`src/sv/rlsh_pkg.sv`:
```
// Shared types, constants and the mixing function of the string hash.
`default_nettype none
package rlsh_pkg;

  localparam int unsigned CFG_W     = 5;
  localparam int unsigned CHAR_W    = 8;
  localparam int unsigned SUM_W     = 8;
  localparam int unsigned OUT_IDX_W = 4;
  localparam int unsigned TAKEN_W   = 8;
  localparam int unsigned Q_DEPTH   = 4;
  localparam int unsigned Q_PTR_W   = 2;
  localparam int unsigned Q_CNT_W   = 3;

  localparam logic [SUM_W-1:0]   SUM_START = 8'd78;
  localparam logic [SUM_W-1:0]   MUL_CONST = 8'd83;
  localparam logic [SUM_W-1:0]   ADD_CONST = 8'd89;
  localparam logic [TAKEN_W-1:0] MAX_TAKEN = 8'd255;
  localparam logic [CFG_W-1:0]   LEN_RESET = 5'd3;

  typedef enum logic {
    OP_ABSORB = 1'b0,
    OP_FINISH = 1'b1
  } op_t;

  // Command passed from the front end to the back end through the queue.
  typedef struct packed {
    op_t               op;
    logic [CHAR_W-1:0] ch;
  } cmd_t;

  // Rotate right by two, multiply by 83 and add 89, all modulo 256.
  function automatic logic [SUM_W-1:0] mix_step(input logic [SUM_W-1:0] s);
    logic [SUM_W-1:0]   rot;
    logic [2*SUM_W-1:0] prod;
    rot  = {s[1:0], s[SUM_W-1:2]};
    prod = (2*SUM_W)'(rot) * (2*SUM_W)'(MUL_CONST);
    return prod[SUM_W-1:0] + ADD_CONST;
  endfunction

endpackage
`default_nettype wire

```
`src/sv/rlsh_front.sv`:
```
// Front end: accepts input items, drops the ones that cannot change the hash.
`default_nettype none
module rlsh_front
  import rlsh_pkg::*;
(
  input  wire logic              clk,
  input  wire logic              rst_n,
  input  wire logic              in_valid,
  output logic                   in_stall,
  input  wire logic              in_operation,
  input  wire logic [CHAR_W-1:0] in_char_byte,
  input  wire logic              q_full,
  output logic                   q_push,
  output cmd_t                   q_push_data
);

  logic               ended_r, ended_nxt;
  logic [TAKEN_W-1:0] taken_r, taken_nxt;
  logic               accept;

  assign in_stall = q_full;
  assign accept   = in_valid && !in_stall;

  always_comb begin
    ended_nxt      = ended_r;
    taken_nxt      = taken_r;
    q_push         = 1'b0;
    q_push_data.op = op_t'(in_operation);
    q_push_data.ch = in_char_byte;
    if (accept) begin
      if (op_t'(in_operation) == OP_FINISH) begin
        q_push    = 1'b1;
        ended_nxt = 1'b0;
        taken_nxt = '0;
      end else if (!ended_r) begin
        if (in_char_byte == '0) begin
          ended_nxt = 1'b1;
        end else if (taken_r != MAX_TAKEN) begin
          q_push    = 1'b1;
          taken_nxt = taken_r + 1'b1;
        end
      end
    end
  end

  always_ff @(posedge clk) begin
    if (!rst_n) begin
      ended_r <= 1'b0;
      taken_r <= '0;
    end else begin
      ended_r <= ended_nxt;
      taken_r <= taken_nxt;
    end
  end

endmodule
`default_nettype wire

```
`src/sv/rlsh_queue.sv`:
```
// Short command queue between the front end and the back end.
`default_nettype none
module rlsh_queue
  import rlsh_pkg::*;
(
  input  wire logic clk,
  input  wire logic rst_n,
  input  wire logic push,
  input  wire cmd_t push_data,
  output logic      full,
  input  wire logic pop,
  output cmd_t      pop_data,
  output logic      empty
);

  cmd_t               entry_r [Q_DEPTH];
  logic [Q_PTR_W-1:0] wr_ptr_r, wr_ptr_nxt;
  logic [Q_PTR_W-1:0] rd_ptr_r, rd_ptr_nxt;
  logic [Q_CNT_W-1:0] count_r, count_nxt;
  logic               do_push, do_pop;

  assign full     = (count_r == Q_CNT_W'(Q_DEPTH));
  assign empty    = (count_r == '0);
  assign pop_data = entry_r[rd_ptr_r];
  assign do_push  = push && !full;
  assign do_pop   = pop && !empty;

  always_comb begin
    wr_ptr_nxt = do_push ? wr_ptr_r + 1'b1 : wr_ptr_r;
    rd_ptr_nxt = do_pop ? rd_ptr_r + 1'b1 : rd_ptr_r;
    count_nxt  = count_r;
    if (do_push && !do_pop) begin
      count_nxt = count_r + 1'b1;
    end else if (do_pop && !do_push) begin
      count_nxt = count_r - 1'b1;
    end
  end

  always_ff @(posedge clk) begin
    if (!rst_n) begin
      wr_ptr_r <= '0;
      rd_ptr_r <= '0;
      count_r  <= '0;
    end else begin
      wr_ptr_r <= wr_ptr_nxt;
      rd_ptr_r <= rd_ptr_nxt;
      count_r  <= count_nxt;
    end
  end

  always_ff @(posedge clk) begin
    if (do_push) begin
      entry_r[wr_ptr_r] <= push_data;
    end
  end

endmodule
`default_nettype wire

```
`src/sv/rlsh_back.sv`:
```
// Back end: runs the mixing step into the hash memory and streams the hash out.
`default_nettype none
module rlsh_back
  import rlsh_pkg::*;
#(
  parameter int unsigned MAX_HASH_BYTES = 16
) (
  input  wire logic                 clk,
  input  wire logic                 rst_n,
  input  wire logic [CFG_W-1:0]     cfg_len,
  input  wire logic                 q_empty,
  input  wire cmd_t                 q_data,
  output logic                      q_pop,
  output logic                      out_valid,
  input  wire logic                 out_stall,
  output logic [SUM_W-1:0]          out_hash_byte,
  output logic [OUT_IDX_W-1:0]      out_byte_index,
  output logic                      out_last_byte
);

  localparam int unsigned IDX_W = (MAX_HASH_BYTES > 1) ? $clog2(MAX_HASH_BYTES) : 1;
  localparam int unsigned LEN_W = $clog2(MAX_HASH_BYTES + 1);
  localparam int unsigned CMP_W = (LEN_W > CFG_W) ? LEN_W : CFG_W;

  typedef enum logic [2:0] {
    S_IDLE   = 3'b001,
    S_ABS_WR = 3'b010,
    S_EMIT   = 3'b100
  } back_state_t;

  back_state_t               state_r, state_nxt;
  logic [SUM_W-1:0]          sum_r, sum_nxt;
  logic [IDX_W-1:0]          slot_r, slot_nxt;
  logic [IDX_W-1:0]          wpos_r, wpos_nxt;
  logic [IDX_W-1:0]          k_r, k_nxt;
  logic [MAX_HASH_BYTES-1:0] valid_r, valid_nxt;
  logic [SUM_W-1:0]          mem_r [MAX_HASH_BYTES];
  logic [SUM_W-1:0]          rd_r;
  logic                      rdv_r;
  logic                      rd_en;
  logic [IDX_W-1:0]          rd_addr;
  logic                      mem_we;
  logic [SUM_W-1:0]          wr_data;
  logic [SUM_W-1:0]          rd_val;

  logic                      out_valid_r, out_valid_nxt;
  logic [SUM_W-1:0]          out_hash_r;
  logic [OUT_IDX_W-1:0]      out_idx_r;
  logic                      out_last_r;
  logic                      out_free;
  logic                      out_load;

  logic [CMP_W-1:0]          cfg_ext;
  logic [CMP_W-1:0]          eff_wide;
  logic [LEN_W-1:0]          len;
  logic [IDX_W-1:0]          pos;
  logic [LEN_W-1:0]          pos_inc;
  logic                      k_last;

  // Effective array length: zero counts as one, large values are clamped.
  always_comb begin
    cfg_ext = CMP_W'(cfg_len);
    if (cfg_ext == '0) begin
      eff_wide = CMP_W'(1);
    end else if (cfg_ext > CMP_W'(MAX_HASH_BYTES)) begin
      eff_wide = CMP_W'(MAX_HASH_BYTES);
    end else begin
      eff_wide = cfg_ext;
    end
    len = eff_wide[LEN_W-1:0];
  end

  // A slot left beyond a shortened length wraps to entry zero.
  assign pos     = (LEN_W'(slot_r) >= len) ? '0 : slot_r;
  assign pos_inc = LEN_W'(pos) + 1'b1;
  assign k_last  = ((LEN_W'(k_r) + 1'b1) == len);

  assign rd_val   = rdv_r ? rd_r : '0;
  assign wr_data  = rd_val + sum_r;
  assign out_free = !out_valid_r || !out_stall;

  always_comb begin
    state_nxt = state_r;
    sum_nxt   = sum_r;
    slot_nxt  = slot_r;
    wpos_nxt  = wpos_r;
    k_nxt     = k_r;
    valid_nxt = valid_r;
    q_pop     = 1'b0;
    rd_en     = 1'b0;
    rd_addr   = pos;
    mem_we    = 1'b0;
    out_load  = 1'b0;
    unique case (state_r)
      S_IDLE: begin
        if (!q_empty) begin
          q_pop = 1'b1;
          rd_en = 1'b1;
          if (q_data.op == OP_FINISH) begin
            rd_addr   = '0;
            k_nxt     = '0;
            state_nxt = S_EMIT;
          end else begin
            sum_nxt   = mix_step(sum_r + q_data.ch);
            wpos_nxt  = pos;
            slot_nxt  = (pos_inc >= len) ? '0 : IDX_W'(pos_inc);
            state_nxt = S_ABS_WR;
          end
        end
      end
      S_ABS_WR: begin
        mem_we            = 1'b1;
        valid_nxt[wpos_r] = 1'b1;
        state_nxt         = S_IDLE;
      end
      S_EMIT: begin
        if (out_free) begin
          out_load = 1'b1;
          if (k_last) begin
            valid_nxt = '0;
            sum_nxt   = SUM_START;
            slot_nxt  = '0;
            state_nxt = S_IDLE;
          end else begin
            k_nxt   = k_r + 1'b1;
            rd_en   = 1'b1;
            rd_addr = k_r + 1'b1;
          end
        end
      end
      default: begin
        state_nxt = S_IDLE;
      end
    endcase
  end

  always_comb begin
    if (out_load) begin
      out_valid_nxt = 1'b1;
    end else if (out_stall) begin
      out_valid_nxt = out_valid_r;
    end else begin
      out_valid_nxt = 1'b0;
    end
  end

  always_ff @(posedge clk) begin
    if (!rst_n) begin
      state_r     <= S_IDLE;
      sum_r       <= SUM_START;
      slot_r      <= '0;
      valid_r     <= '0;
      out_valid_r <= 1'b0;
    end else begin
      state_r     <= state_nxt;
      sum_r       <= sum_nxt;
      slot_r      <= slot_nxt;
      valid_r     <= valid_nxt;
      out_valid_r <= out_valid_nxt;
    end
  end

  always_ff @(posedge clk) begin
    wpos_r <= wpos_nxt;
    k_r    <= k_nxt;
    if (out_load) begin
      out_hash_r <= rd_val;
      out_idx_r  <= OUT_IDX_W'(k_r);
      out_last_r <= k_last;
    end
  end

  // Hash memory with a registered read port; unwritten entries read as zero
  // through the valid bits.
  always_ff @(posedge clk) begin
    if (mem_we) begin
      mem_r[wpos_r] <= wr_data;
    end
    if (rd_en) begin
      rd_r  <= mem_r[rd_addr];
      rdv_r <= valid_r[rd_addr];
    end
  end

  assign out_valid      = out_valid_r;
  assign out_hash_byte  = out_hash_r;
  assign out_byte_index = out_idx_r;
  assign out_last_byte  = out_last_r;

endmodule
`default_nettype wire

```
`src/sv/rotate_lcg_string_hash.sv`:
```
// Top level of the rotate-and-multiply string hash.
//
// Folds a byte string into a hash array of up to MAX_HASH_BYTES bytes. An
// absorb item (operation 0) adds one character; a zero character ends the
// string and characters after it, or after the 255th, are ignored until a
// finish item (operation 1), which emits one result per array byte with
// last_byte set on the final one, then starts a fresh hash. The front end
// takes one item per cycle while the four-entry command queue is not full and
// drops ignored characters there at once. The back end handles an absorbed
// character in two steps (a registered read of the hash memory, then the
// write-back of the sum) and, for a finish, starts the first read and then
// gives one result per cycle while the output is not stalled. The array length
// register is written through cfg_wr_en and cfg_array_length and should only
// change while the block is idle; zero is used as one and values above
// MAX_HASH_BYTES are clamped.
`default_nettype none
module rotate_lcg_string_hash
  import rlsh_pkg::*;
#(
  parameter int unsigned MAX_HASH_BYTES = 16
) (
  input  wire logic                 clk,
  input  wire logic                 rst_n,
  input  wire logic                 cfg_wr_en,
  input  wire logic [CFG_W-1:0]     cfg_array_length,
  input  wire logic                 in_valid,
  output logic                      in_stall,
  input  wire logic                 in_operation,
  input  wire logic [CHAR_W-1:0]    in_char_byte,
  output logic                      out_valid,
  input  wire logic                 out_stall,
  output logic [SUM_W-1:0]          out_hash_byte,
  output logic [OUT_IDX_W-1:0]      out_byte_index,
  output logic                      out_last_byte
);

  logic [CFG_W-1:0] array_length_r;
  logic             q_full;
  logic             q_push;
  cmd_t             q_push_data;
  logic             q_pop;
  cmd_t             q_pop_data;
  logic             q_empty;

  always_ff @(posedge clk) begin
    if (!rst_n) begin
      array_length_r <= LEN_RESET;
    end else if (cfg_wr_en) begin
      array_length_r <= cfg_array_length;
    end
  end

  rlsh_front u_front (
    .clk          (clk),
    .rst_n        (rst_n),
    .in_valid     (in_valid),
    .in_stall     (in_stall),
    .in_operation (in_operation),
    .in_char_byte (in_char_byte),
    .q_full       (q_full),
    .q_push       (q_push),
    .q_push_data  (q_push_data)
  );

  rlsh_queue u_queue (
    .clk       (clk),
    .rst_n     (rst_n),
    .push      (q_push),
    .push_data (q_push_data),
    .full      (q_full),
    .pop       (q_pop),
    .pop_data  (q_pop_data),
    .empty     (q_empty)
  );

  rlsh_back #(
    .MAX_HASH_BYTES (MAX_HASH_BYTES)
  ) u_back (
    .clk            (clk),
    .rst_n          (rst_n),
    .cfg_len        (array_length_r),
    .q_empty        (q_empty),
    .q_data         (q_pop_data),
    .q_pop          (q_pop),
    .out_valid      (out_valid),
    .out_stall      (out_stall),
    .out_hash_byte  (out_hash_byte),
    .out_byte_index (out_byte_index),
    .out_last_byte  (out_last_byte)
  );

endmodule
`default_nettype wire
```
`config.mk`:
```
export PLATFORM = sky130hd
export DESIGN_NAME = rotate_lcg_string_hash
export DESIGN_NICKNAME = d
export VERILOG_FILES = /design/src/sv/rlsh_pkg.sv /design/src/sv/rlsh_front.sv /design/src/sv/rlsh_queue.sv /design/src/sv/rlsh_back.sv /design/src/sv/rotate_lcg_string_hash.sv
export SDC_FILE = /design/constraint.sdc
export NUM_CORES = 1
export LEC_CHECK = 0
export BUFFER_PORTS_ARGS = -buffer_cell sky130_fd_sc_hd__clkbuf_2
export CAP_MARGIN = 40
export CORE_ASPECT_RATIO = 1.2
export CORE_MARGIN = 8
export CORE_UTILIZATION = 35
export CTS_CLUSTER_SIZE = 10
export DETAILED_ROUTE_END_ITERATION = 8
export PLACE_DENSITY = 0.54
export SLEW_MARGIN = 10
export SYNTH_ARGS = -nofsm -noshare
export SYNTH_HDL_FRONTEND = slang
export SYNTH_HIERARCHICAL = 1
export SYNTH_SLANG_ARGS = --single-unit
```
`constraint.sdc`:
```
create_clock -name clk -period 15.1 [get_ports clk]
set_clock_uncertainty 0.1 [all_clocks]
set_input_delay 4.53 -clock clk [delete_from_list [all_inputs] [get_ports clk]]
set_output_delay 4.53 -clock clk [all_outputs]
set_load 0.01 [all_outputs]
```
# Word-level counts from Yosys, hierarchy flattened
# Memories as Yosys holds them, arrays and structs flattened. A register that Yosys moved wholly into a read port is not among the register bits.
# Cells that the tools add are included.
[totals]
register_bits = 75
latchBits = 0
mem_bits_rw = 164
rom_bits = 0
input_bits = 19
output_inout_bits = 15
word_cells = 148
memories = 2
[memory_table]
columns = ["memory", "words", "word_bits", "rd", "rd_clocked_by_memory_dff", "wr", "line", "source"]
rows = [
  ["u_back.mem_r", 16, 8, 1, 1, 1, "rlsh_back.sv:37", "logic [SUM_W-1:0] mem_r [MAX_HASH_BYTES];"],
  ["u_queue.entry_r", 4, 9, 1, 1, 1, "rlsh_queue.sv:16", "cmd_t entry_r [Q_DEPTH];"],
]
[op_classes]
n_addsub = 11
mul = 1
div_mod_pow = 0
n_lt_le_gt_ge = 6
eq_ne = 15
shift = 0
muxes = 67
n_bitwise = 3
n_reduce_logical = 26
[op_table]
columns = ["cell", "n"]
rows = [
  ["$mux 8", 9],
  ["$mux 4", 14],
  ["$mux 16", 2],
  ["$pmux 16 s2", 1],
  ["$pmux 4 s2", 3],
  ["$mux 1", 23],
  ["$mux 3", 6],
  ["$add 8x8->8", 2],
  ["$or 16x16->16", 1],
  ["$pmux 8 s2", 1],
  ["$ne 2x2->1 const B", 6],
  ["$add 4x1->5 const B", 2],
  ["$lt 4x5->1 const B", 2],
  ["$mux 5", 2],
  ["$reduce_and 5->1", 2],
  ["$reduce_and 3->1", 3],
  ["$add 8x1->8 const B", 1],
  ["$add 8x7->8 const B", 1],
  ["$logic_not 8->1", 1],
  ["$mul 8x7->8 const B", 1],
  ["$ne 8x8->1 const B", 1],
  ["$reduce_bool 2->1", 4],
  ["$eq 3x3->1 const B", 2],
  ["$logic_and 1x1->1", 6],
  ["other kinds (23)", 33],
]

# Logic depth before layout (Yosys ltp)
# Gate-level depths: netlist (run 1).
[depth]
ltp_word = 11
ltp_mapped = 23
ltp_nobuf = 22

# Cells and area by module
# The synthesis (run 1) kept the hierarchy.
[modules_own_cells]
columns = ["module", "instances", "cells_each", "area_per_inst_um2", "seq_area_each_um2"]
rows = [
  ["rlsh_back", 1, 643, 8923.6, 5385.2],
  ["rlsh_queue", 1, 95, 1781.7, 1261.2],
  ["rlsh_front", 1, 80, 674.4, 180.2],
  ["rotate_lcg_string_hash", 1, 16, 187.7, 100.1],
]

# Least setup slack after synthesis (run 1)
# No wires, ideal clock.
[synth_timing]
path_type = "input to register"
from = "input out_stall"
to = "register u_back.rd_r[0] (read register of u_back.mem_r), data pin"
setup_ns = 0.266
t_arrival_ns = 6.696
required_time_ns = 14.734
path_slack_ns = 8.038
stages = 9
n_path_buf = 3
path_cell_list = "a21oi_1 a21bo_4 a31o_1 buf_4 buf_6 buf_4 mux4_2 nand2_1 nand4_1"
[synth_between]
elab_chain_cells = 4
word_cells_on_any_way = 6
classes_between = "4 x mux; 2 x reduce/logical"
[synth_lines]
columns = ["item", "line", "source"]
rows = [
  ["start: declaration", "rotate_lcg_string_hash.sv:31", "input wire logic out_stall,"],
  ["$logic_not 1->1 *", "rlsh_back.sv:80", "assign out_free = !out_valid_r || !out_stall;"],
  ["$logic_or 1x1->1 *", "rlsh_back.sv:80", ""],
  ["$mux 4 / $mux 1 (equally long branches)", "rlsh_back.sv:117", "if (out_free) begin"],
  ["$pmux 4 s2 / $pmux 1 s2 (equally long branches)", "rlsh_back.sv:94", "unique case (state_r)"],
  ["end: declaration", "rlsh_back.sv:38", "logic [SUM_W-1:0] rd_r;"],
]
# Every way passes the cells marked *; elsewhere a longest branch is shown, timed or not.
# A chain may end at the register's enable or synchronous reset.

# Worst setup path in the final report (run 1)
[layout_timing]
from = "input in_valid"
to = "register u_queue.count_r[2]"
[layout_between]
elab_chain_cells = 6
word_cells_on_any_way = 8
classes_between = "2 x mux; 6 x reduce/logical"
[layout_lines]
columns = ["item", "line", "source"]
rows = [
  ["start: declaration", "rotate_lcg_string_hash.sv:26", "input wire logic in_valid,"],
  ["$logic_and 1x1->1 *", "rlsh_front.sv:22", "assign accept = in_valid && !in_stall;"],
  ["$mux 1 *", "rlsh_front.sv:30", "if (accept) begin"],
  ["via q_push", "rotate_lcg_string_hash.sv:39", "logic q_push;"],
  ["$logic_and 1x1->1 *", "rlsh_queue.sv:25", "assign do_push = push && !full;"],
  ["$logic_not 1->1", "rlsh_queue.sv:34", "end else if (do_pop && !do_push) begin"],
  ["$logic_and 1x1->1", "rlsh_queue.sv:34", ""],
  ["$reduce_bool 2->1 (no line)", "--", ""],
  ["end signal: assignment", "rlsh_queue.sv:47", "count_r <= count_nxt;"],
  ["end: declaration", "rlsh_queue.sv:19", "logic [Q_CNT_W-1:0] count_r, count_nxt;"],
]
# Mark *: on every way through the listed nets, which the timed path passes. The rest lies on a longest branch.

==> results of run 1 <==
[power groups by stage]
| stage | Sequential [mW] | Combinational, mW | Clock (mW) |
|---|---|---|---|
| final | 1.00 | 1.72 | 0.618 |
| after global routing | 1.01 | 1.94 | 0.665 |
| after CTS | 1.00 | 1.75 | 0.636 |
| after detailed placement | 1.02 | 1.74 | 0 |
| after global placement | 1.02 | 1.71 | 0 |
| after floorplan | 0.988 | 1.32 | 0 |
[final timing paths]
path | from | endpoint | slack, ns | cells after the start
setup reg to reg | flop | u_back/sum_r[7]$_SDFFE_PN0P_ | 9.53 | 22
setup / recovery | in_valid | u_queue/count_r[2]$_SDFFE_PN0P_ | 8.18 | 12
hold reg to reg | u_back/valid_r[4]$_SDFFE_PN0P_ | u_back/valid_r[4]$_SDFFE_PN0P_ | 0.37 | 2
hold / removal | u_back/valid_r[4]$_SDFFE_PN0P_ | u_back/valid_r[4]$_SDFFE_PN0P_ | 0.37 | 2
[synthesized netlist by cell type (15+ instances only)]
cell and instances:
nor2_1 46, dfxtp_1 55, mux4_2 24, a21oi_1 35
buf_4 16, nand2_1 40, inv_1 36, a22oi_1 15
nor2b_1 16, mux2i_1 36, ha_1 48, o21ai_0 17
nor3_1 16, edfxtp_1 194, xnor2_1 28, and2_1 21
[critical path, cell delays in order]
cell and delay, ns:
clkbuf_2 0.10, nor3b_2 0.29, a21boi_1 0.40, o21ai_1 0.20
inv_1 0.07, nor2b_1 0.39, ha_1 0.26, inv_1 0.06
fa_1 0.37, xor2_1 0.17, or3_1 0.30, a21boi_1 0.13
[cell families (layout without fill, tap and decap cells)]
group                      Yosys count  count (layout)  share of synthesized area [%]
adders and majority gates           56              56                          6.577
xor gates and xnor gates            37              37                          2.931
buffers and inverters               72             142                          3.234
muxes                               75              75                          9.248
DFF                                249             249                          59.88
AOI/OAI and AO/OA                  133             133                          8.188
and+or+nand+nor                    212             212                          9.941
[routing by layer]
metal	global-route usage, %	routed length, um	vias up
li1	-	-	3240
met1	15.77	11080	3302
met2	23.28	13280	116
met3	2.025	884	29
met4	3.448	500	0
met5	0	0	-
[flip-flops by register name (all words and copies together), names as in the netlist, named ones only]
| name | flops |
|---|---|
| u_queue/entry_r | 36 |
| array_length_r | 5 |
| u_back/rd_r | 8 |
| u_queue/rd_ptr_r | 2 |
| u_back/out_byte_index | 4 |
| u_back/k_r | 4 |
| u_back/state_r | 3 |
| u_back/out_valid | 1 |
| u_back/valid_r | 16 |
| u_front/taken_r | 8 |
| u_back/wpos_r | 4 |
| u_back/out_hash_byte | 8 |
| u_queue/wr_ptr_r | 2 |
| u_front/ended_r | 1 |
| u_back/slot_r | 4 |
| u_back/rdv_r | 1 |
| u_back/out_last_byte | 1 |
| u_back/sum_r | 8 |
| u_back/mem_r | 128 |
| u_queue/count_r | 3 |
[cell type report]
| type | count | area share [%] |
|---|---|---|
| clock buffers | 50 | 6.249 |
| clock inverters | 3 | 0.1344 |
| inverters | 36 | 1.037 |
| multi-input cells | 513 | 32.89 |
| flip-flops and latches | 249 | 53.14 |
| well taps | 412 | 3.955 |
| repair buffers | 53 | 2.601 |
[stage by stage]
stage | utilization [%] | std cells | power [mW]
final | 39.64 | 1316 | 3.338
after global routing | 39.64 | 1316 | 3.617
after CTS | 39.64 | 1316 | 3.392
after detailed placement | 37.11 | 1263 | 2.757
after global placement | 36.79 | 1252 | 2.730
after floorplan | - | 834 | 2.312
[placed cells by master, fill, tap and decap left out, drive strengths merged, types with 12 or more instances in the layout]
cell type  instances
nor3              17
mux4              24
dfxtp             55
ha                48
nor2b             16
inv               37
nand3             12
clkbuf            83
a22oi             15
a21oi             35
mux2i             36
and2              21
nor2              46
nand2             40
buf               20
o22a              14
edfxtp           194
xnor2             28
o21ai             19
mux2              15
==> impl_metrics.ini, run 1 <==
[power_and_ir_drop]
power_frac_comb_pct = 51.4
internal_power_mw = 2.064
powerDensity_mw_per_mm2 = 256.1
peakVddDrop_uv = 251.4
seq_power_share_pct = 30.1
pwr-share-clk_pct = 18.5
switching_share_pct = 38.16
p_sw_mw = 1.274
p_leak_nw = 4.594

[floorplan]
io_pins = 34
start_util_pct = 35.18
die_h_um = 215.1
rows = 73
core-area_mm2 = 0.03288
die_x_um = 182.0
dieArea_mm2 = 0.03915

[clocking]
numCtsBuffers = 29
htree_levels = 1
cts.path.max_buffers = 3
clk_latency_ns = 0.55
clockRootBuffer = clkbuf_16
cts_resized = 0
post_cts_buffers = 0
clock_sinks = 249
clkSlewWorstSetupHoldPaths_ns = 0.06
holdBufCountCts = 0
cts_tree = built

[synthesis]
yosys.area.top_type = edfxtp_1
synth_top_area_share_pct = 50.36
yosys.cell_types.count = 70
postSynthCellCount = 834
avgSynthCellArea_um2 = 13.87
synth_area_leaders = edfxtp_1 50%, dfxtp_1 9.5%, ha_1 5.2%, mux4_2 4.7%, mux2i_1 3.1%
synth_seq_cells = 249
synth_nets = 909
synth_seq_area_share_pct = 59.88
yosysWarningCount = 6
synthArstFlopShare_pct = 0
synth-edff-count = 194
syn-cell-area_mm2 = 0.01157
synthFlopType = edfxtp_1

[timing]
holdWs_ns = 0.3683
drv_slew = 0
hold_viol_final = 0
tightestPinTransition_ns = 0.8571
finalCriticalPeriod_ns = 6.918
final.setup.worst_slack_ns = 8.182
fin_setup_tns_ns = 0
fmax_mhz = 144.6
relSlewSlack_pct = 42.65
rsz0062_at_grt = false
fin_crit_sh_pct = 45.81
setup_viol = 0

[setup_path]
cp_data_required_time_ns = 15.48
end_kind = flop
worst-setup-path-type = input pin to flop
startpoint_type = input pin
cp.arrival_ns = 7.29
crit_fanout = 7

[cells_and_area]
fillers = 3120
seqCellArea_mm2 = 0.006927
stdcell_area_mm2 = 0.01304
final_layout_size_suffix_gt1_share_pct = 15.38
n_antenna_cell = 0
nets = 957
multi_input_area_mm2 = 0.004287
area.growth.synth_to_final_pct = 12.69

[routing]
postRouteAntennaNets = 0
wirelength_mm = 25.75
drc = 0
drt_iter0_drc = 402
firstDrtPassIters = 5
vias = 6687
drt-vias-per-instance = 5.081
wl_per_cell_um = 19.56

[global_routing]
grt_max_degree = 39
antenna_found_initial = 0
grt_pass1_vias = 6705
grtUsageTotal_pct = 12.92
grt_pass1_wl_mm = 39.56
grt-ovfl-total = 0

[place]
port_buffers = 33
place_ws_ns = 7.629
hpwl_mm = 18.47
dpl-instance-area_mm2 = 0.01220
place_congestion = 0.7905

[status]
outcome = complete, no violations

[run]
maxCapViolations = 0

[min_path]
hold_path_class = flop to flop
No activity file was read; power rests on OpenSTA's default activity.
==> run 2: changes to the inputs <==
--- a/config.mk
+++ b/config.mk
@@ -12,7 +12,7 @@
 export CORE_UTILIZATION = 35
 export CTS_CLUSTER_SIZE = 10
 export DETAILED_ROUTE_END_ITERATION = 8
-export PLACE_DENSITY = 0.54
+export PLACE_DENSITY = 0.56
 export SLEW_MARGIN = 10
 export SYNTH_ARGS = -nofsm -noshare
 export SYNTH_HDL_FRONTEND = slang
==> constraint.sdc (replaced) <==
create_clock -name clk -period 6.13 [get_ports clk]
set_clock_uncertainty 0.1 [all_clocks]
set_input_delay 1.839 -clock clk [delete_from_list [all_inputs] [get_ports clk]]
set_output_delay 1.839 -clock clk [all_outputs]
set_load 0.01 [all_outputs]
==> impl_metrics.ini, run 2 (synthesized netlist as in run 1, its figures left out) <==
[cells_and_area]
final_util_pct = 39.67
stdcell_area_mm2 = 0.01304
largest_register_ffs = 128
reg_top3 = u_back/mem_r: 128 flops, u_queue/entry_r: 36 flops, u_back/valid_r: 16 flops
n_antenna_cell = 0
nets = 954
layout_commonest_cell = edfxtp_1
area.growth.synth_to_final_pct = 12.76
final_layout_size_suffix_gt1_share_pct = 15.30
layout_common_cells = 194 x edfxtp_1, 55 x dfxtp_1, 48 x ha_1, 46 x nor2_1, 40 x nand2_1
top_register = u_back/mem_r

[power_and_ir_drop]
peakVddDrop_uv = 619.0
p_leak_nw = 4.591
powerDensity_mw_per_mm2 = 629.7

[setup_path]
cp_data_required_time_ns = 6.49
startpoint_type = flop
cp.arrival_ns = 5.65
end_kind = flop
slowest_stage = fa_1
worst-setup-path-type = flop to flop
crit_path_max_incr_delay_ns = 0.53
crit_fanout = 8
path_cells = buf_4 -> mux4_2 -> ha_1 -> fa_1 -> a21oi_1 -> nor2_1 -> nor2_1 -> o21bai_1 -> a21oi_1 -> xnor2_1 -> ha_1 -> fa_1 -> inv_1 -> fa_1 -> inv_1 -> ha_1 -> inv_1 -> o21bai_1 -> a21oi_1 -> xnor2_1 -> xnor2_1 -> a22oi_1 -> nor2b_1

[routing]
postRouteAntennaNets = 0
wl_met1_mm = 10.51
route.met3.wl_um = 784
wl_per_cell_um = 18.90
dr_wl_met2_mm = 12.83
wirelength_mm = 24.84
vias = 6689
drt-vias-per-instance = 5.091
drc = 0
top_layer_used = met4
firstDrtPassIters = 4
drt_iter0_drc = 339

[floorplan]
core-area_mm2 = 0.03288
io_pins = 34
die_h_um = 215.1
dieArea_mm2 = 0.03915
die_x_um = 182.0
rows = 73
start_util_pct = 35.18

[place]
place_congestion = 0.8030
hpwl_mm = 17.61
port_buffers = 33
dpl-instance-area_mm2 = 0.01220

[timing]
fmax_mhz = 189.1
holdWs_ns = 0.3688
fin_crit_sh_pct = 86.25
drv_slew = 0
relSlewSlack_pct = 41.60
hold_viol_final = 0
finalCriticalPeriod_ns = 5.287
fin_setup_tns_ns = 0
rsz0062_at_grt = false
setup_viol = 0
tightestPinTransition_ns = 0.8728

[clocking]
clockRootBuffer = clkbuf_16
clock_sinks = 249
numCtsBuffers = 29
cts.path.max_buffers = 3
clk_latency_ns = 0.55
post_cts_buffers = 0
cts_tree = built
htree_levels = 1
clkSlewWorstSetupHoldPaths_ns = 0.05
holdBufCountCts = 0
cts_resized = 0

[global_routing]
grt_pass1_wl_mm = 39.38
grtUsageTotal_pct = 12.72
antenna_found_initial = 0
grt_max_degree = 39
grt_pass1_vias = 6993
grt-ovfl-total = 0

[status]
outcome = complete, no violations

[min_path]
hold_path_class = flop to flop

[run]
maxCapViolations = 0
## run 2: layout make-up
type / instances / area (um^2)
clock buffer: 52 / 832.0
clock inverter: 2 / 13.76
fill: 3122 / 19840
inverter: 36 / 135.1
multi-input combinational: 513 / 4297
sequential: 249 / 6927
tap: 412 / 515.5
timing repair buffer: 50 / 324.1
## run 2: worst max-delay path, delay by kind of cell, from the launching register on
family / cells / cell delay [ns]
fa+ha+maj: 6 / 2.26
compound gates: 6 / 0.75
mux: 1 / 0.52
xor+xnor: 3 / 0.48
buf+inv: 4 / 0.40
flops: 1 / 0.34
simple gates: 3 / 0.34
## run 2: final timing paths
check	start	endpoint	slack, ns	cells after the start
max	flop	u_back/sum_r[7]$_SDFFE_PN0P_	0.84	23
min	u_back/valid_r[8]$_SDFFE_PN0P_	u_back/valid_r[8]$_SDFFE_PN0P_	0.37	2
max reg2reg	flop	u_back/sum_r[7]$_SDFFE_PN0P_	0.84	23
min reg2reg	u_back/valid_r[8]$_SDFFE_PN0P_	u_back/valid_r[8]$_SDFFE_PN0P_	0.37	2
## run 2: metal layers
metal | vias to the layer above | track usage [%]
li1 | 3233 | -
met1 | 3317 | 15.03
met2 | 103 | 22.94
met3 | 36 | 1.907
met4 | 0 | 4.707
met5 | - | 0
## run 2: power breakdown
group	switching, mW	internal [mW]
clock	0.633	0.906
combinational	2.31	1.91
sequential	0.128	2.33
total	3.07	5.15
## run 2: per-stage QoR
stage          power, mW  std cells  setup slack (ns)
4_1_cts            8.319       1314            0.8310
5_1_grt            8.855       1314            0.4155
3_3_place_gp       6.577       1255            0.9919
6_report           8.214       1314            0.8430
2_1_floorplan      5.695        834             1.158
3_5_place_dp       6.741       1260            0.8718
